--- src/sv/sbm_pkg.sv ---
// ----------------------------------------------------------------------------
// sbm_pkg: shared constants and types for the sorted block merge unit
// widths, the front-to-back command record and the order key function
// ----------------------------------------------------------------------------
package sbm_pkg;

    localparam int MAX_ITEMS = 1024;
    localparam int AW = $clog2(MAX_ITEMS);
    localparam int CW = $clog2(MAX_ITEMS + 1);
    localparam int IDXW = 10;
    localparam int QDEPTH = 4;
    localparam int QAW = $clog2(QDEPTH);

    // operation codes carried from front to back
    typedef enum logic [1:0]
    {
        OP_LOAD  = 2'd0,
        OP_FETCH = 2'd1,
        OP_NOP   = 2'd2
    } op_t;

    typedef struct packed
    {
        op_t         op;
        logic [63:0] value;
        logic        close;
        logic        fin;
    } cmd_t;

    // order preserving unsigned key, negative zero folded onto positive zero
    function automatic logic [63:0] order_key(input logic [63:0] bits);
        logic [63:0] b;
        b = (bits == 64'h8000_0000_0000_0000) ? 64'd0 : bits;
        if (b[63])
            return ~b;
        return b | 64'h8000_0000_0000_0000;
    endfunction

endpackage

--- src/sv/sbm_front.sv ---
// ----------------------------------------------------------------------------
// sbm_front: input acceptance and command queue
// decodes each input item into a command record and buffers it
// ----------------------------------------------------------------------------
module sbm_front
    import sbm_pkg::*;
(
    input  logic        clk,
    input  logic        rst_n,
    input  logic        in_valid,
    output logic        in_ready,
    input  logic        command,
    input  logic [63:0] value_bits,
    input  logic        block_end,
    input  logic        final_item,
    output logic        q_valid,
    input  logic        q_pop,
    output cmd_t        q_cmd
);

    cmd_t           mem_reg [QDEPTH];
    logic [QAW-1:0] wp_reg;
    logic [QAW-1:0] rp_reg;
    logic [QAW:0]   cnt_reg;
    cmd_t           enc;
    logic           push;
    logic           pop;

    // classify the incoming item
    always_comb
    begin
        enc.op    = command ? OP_FETCH : OP_LOAD;
        enc.value = value_bits;
        enc.close = block_end | final_item;
        enc.fin   = final_item;
    end

    assign in_ready = (cnt_reg != (QAW+1)'(QDEPTH));
    assign push     = in_valid & in_ready;
    assign q_valid  = (cnt_reg != '0);
    assign pop      = q_pop & q_valid;
    assign q_cmd    = mem_reg[rp_reg];

    // queue storage
    always_ff @(posedge clk)
    begin
        if (push)
            mem_reg[wp_reg] <= enc;
    end

    // queue pointers
    always_ff @(posedge clk or negedge rst_n)
    begin
        if (!rst_n)
        begin
            wp_reg  <= '0;
            rp_reg  <= '0;
            cnt_reg <= '0;
        end
        else
        begin
            if (push)
                wp_reg <= wp_reg + 1'b1;
            if (pop)
                rp_reg <= rp_reg + 1'b1;
            cnt_reg <= cnt_reg + (QAW+1)'(push) - (QAW+1)'(pop);
        end
    end

endmodule

--- config.mk ---
export PLATFORM = sky130hd
export DESIGN_NAME = sbm_front
export DESIGN_NICKNAME = d
export VERILOG_FILES = /design/src/sv/sbm_pkg.sv /design/src/sv/sbm_front.sv
export SDC_FILE = /design/constraint.sdc
export NUM_CORES = 1
export LEC_CHECK = 0
export BUFFER_PORTS_ARGS = -buffer_cell sky130_fd_sc_hd__buf_4
export CORE_MARGIN = 8
export CORE_UTILIZATION = 59
export DETAILED_ROUTE_END_ITERATION = 10
export PLACE_DENSITY_LB_ADDON = 0.05
export SKIP_LAST_GASP = 1
export SYNTH_ARGS = -nofsm -noshare
export SYNTH_HDL_FRONTEND = slang
export SYNTH_SLANG_ARGS = --single-unit
--- constraint.sdc ---
create_clock -name clk -period 7.7 [get_ports clk]
set_clock_uncertainty 0.15 [all_clocks]
set_input_delay 0.77 -clock clk [delete_from_list [all_inputs] [get_ports clk]]
set_output_delay 0.77 -clock clk [all_outputs]
set_load 0.01 [all_outputs]
==> impl_metrics.tcl <==
set metrics [dict create \
    crit_path_end_kind "output port" \
    cts_setup_buffers 0 \
    drt_wl_total_mm 18.0 \
    finish.utilization 0.722 \
    final.fill_count 1053 \
    pin_count_of_the_biggest_net_entering_global_routing 69 \
    post_drt_wl_per_cell_um 22.6 \
    timing.final.hold_violations 0 \
    post-synth-top-count-cell "edfxtp_1" \
    achievable-frequency_mhz 263 \
    placement_rows 48 \
    synth_largest_type_area_fraction 0.792 \
    largest_reg_flops 268 \
    drv_cap 0 \
    area_growth_syn_to_layout_pct 21.3 \
    dp_hpwl_mm 10.8 \
    worst_hold_path_type "input pin to flip-flop" \
    synth_seq_cells 275 \
    timing.final.ws_setup_ps 3900 \
    cell_types_occupying_the_most_area_after_synthesis "edfxtp_1 (79%), mux4_2 (15%), dfrtp_1 (1.7%)" \
    grt_first_pass_wirelength_mm 27.7 \
    first_global_vias 4994 \
    clk_transition_reported_paths_ps 60 \
    floorplan.initialDensity 0.596 \
    floorplan.core_area_um2 17100 \
    timing.final.crit_share 0.493 \
    critical_path.startpoint_type "flip-flop" \
    worst_skew_pair.late_latency_ps 510 \
    postSynth.asyncResetShare 0.0255 \
    floorplan.io_pins 141 \
    report.power.total_mw 4.83 \
    layout_min_cycle_time_ps 3800 \
    synthesis.nets 473 \
    design.die.area_um2 21700 \
    setup_total_negative_slack_ps 0 \
    worst_slew_pin_slew_ps 1030 \
    final_estimated_routing_congestion_in_global_placement 0.737 \
    synth-edff-count 268 \
    route.vias.total 4507 \
    yosys.cell_types.count 24 \
    multi_input_comb_area_um2 1800 \
    synth_ff_type "edfxtp_1" \
    result_of_the_run "finished, final reports clean" \
    slew-limit-headroom 0.313 \
    cts_max_path_buffers 3 \
    antenna_left 0 \
    global_route.overflow_total 0 \
    cts_root_buffer "clkbuf_16" \
    cts_tree "yes" \
    detail_route.drc_violations 0 \
    clock_sinks 275 \
    setup_viol_count_final 0 \
    yosysSeqAreaShare 0.810 \
    tritoncts.num_buffers 27 \
    die_h_um 147 \
    h-tree-depth 1 \
    worst_ep_arrival_time_ps 2880 \
    via_cell_ratio 5.66 \
    maximum_fanout_along_the_worst_path 45 \
    chipWidth_um 147 \
    final_nets 630 \
    number_of_cells_produced_by_synthesis 395 \
    powerDensity_nw_per_um2 392 \
    p_leak_nw 4.23 \
    vdd_ir_drop_max_mv 0.224 \
    grt_setup_unrepaired "no" \
    ys_warn_count 0 \
    drt_pre_antenna_iters 4 \
    timing_worst_setup_path_type "flip-flop to output port" \
    cp.required_ps 6780 \
    slew_viol_final 0 \
    global_route.usage.total 0.167 \
    number_of_antenna_violations_at_the_first_check_in_global_routing 0 \
    final_layout_size_suffix_gt1_frac 0.448 \
    synthesis.area_per_instance_um2 25.7 \
    place.port_buffers 139 \
    ys_top_cells_by_count "edfxtp_1 (268), mux4_2 (67), dfrtp_1 (7)" \
    pre_cts_ws_ps 4310 \
    synthesis.area_um2 10200 \
    n_antenna_cell 0 \
    synth_top_area_cell "edfxtp_1" \
    drt-initial-drc-count 216 \
    flip_flop_and_latch_area_um2 8230 \
]
-- stage by stage --
stage                     area (um^2)  hold slack, ps  cells
after floorplan                 10200             324    395
after global placement          11400             423    747
after detailed placement        11400             442    747
after CTS                       12300             285    796
after global routing            12300             284    796
final                           12300             305    796
-- power by group --
part	switching, mW	total (mW)	internal [mW]
Sequential	0.190	2.17	1.98
Clock	0.509	1.31	0.802
Combinational	0.620	1.36	0.735
-- repair_timing --
item,in CTS,in global routing
hold endpoints to repair,7,0
setup endpoints to repair,0,0
hold buffers,1,0
resized for setup,0,0
-- cell families (layout without fill, tap and decap cells) --
| family | Yosys count | after routing | synth area share |
|---|---|---|---|
| AO/OA/AOI/OAI | 4 | 4 | 0.00320 |
| buffers and inverters | 23 | 199 | 0.0150 |
| multiplexers | 67 | 67 | 0.149 |
| AND/OR/NAND/NOR | 14 | 14 | 0.0105 |
| XOR/XNOR | 4 | 4 | 0.00345 |
| adder cells (fa/ha/maj) | 7 | 7 | 0.00936 |
| other | 1 | 1 | 0.000369 |
| flip-flops | 275 | 275 | 0.810 |
-- final cells by class --
cell class              count  area share
repair buffers            145      0.0886
flip-flops and latches    275       0.668
clock buffers              28      0.0551
inverters                   6     0.00183
well taps                 225      0.0228
clock inverters            20      0.0178
multi-input cells          97       0.146
-- path summary, 6_finish.rpt --
| path | start | endpoint | slack, ps | depth (start not counted) |
|---|---|---|---|---|
| setup / recovery | rp_reg[0] | q_cmd[27] | 3900 | 3 |
| hold / removal | value_bits[48] | mem_reg[3][50] | 310 | 1 |
| setup reg to reg | cnt_reg[1] | cnt_reg[2] | 4830 | 9 |
| hold reg to reg | wp_reg[1] | wp_reg[1] | 460 | 2 |
| max in group asynchronous | rst_n | rp_reg[1] | 6770 | 2 |
| min in group asynchronous | rst_n | cnt_reg[0] | 480 | 2 |
-- layout by cell type, fill, tap and decap left out, types with 5 or more instances in the layout --
| cell | synthesis | layout |
|---|---|---|
| clkinv_1 | 0 | 9 |
| clkbuf_16 | 0 | 27 |
| bufinv_16 | 0 | 5 |
| edfxtp_1 | 268 | 268 |
| dfrtp_1 | 7 | 5 |
| buf_4 | 5 | 144 |
| ha_1 | 6 | 6 |
| inv_1 | 6 | 6 |
| mux4_2 | 67 | 67 |
-- critical path: stages (launching register included) --
cell and delay [ps]:
dfrtp_4 730, buf_4 810, mux4_2 640, buf_4 170
-- routing by layer --
| layer | track usage | wire (um) | up-vias |
|---|---|---|---|
| met4 | 0.0449 | 274 | 0 |
| met2 | 0.282 | 9040 | 149 |
| met5 | 0 | 0 | - |
| li1 | - | - | 2001 |
| met3 | 0.0452 | 1340 | 24 |
| met1 | 0.210 | 7340 | 2333 |
No activity file was read; power rests on OpenSTA's default activity.
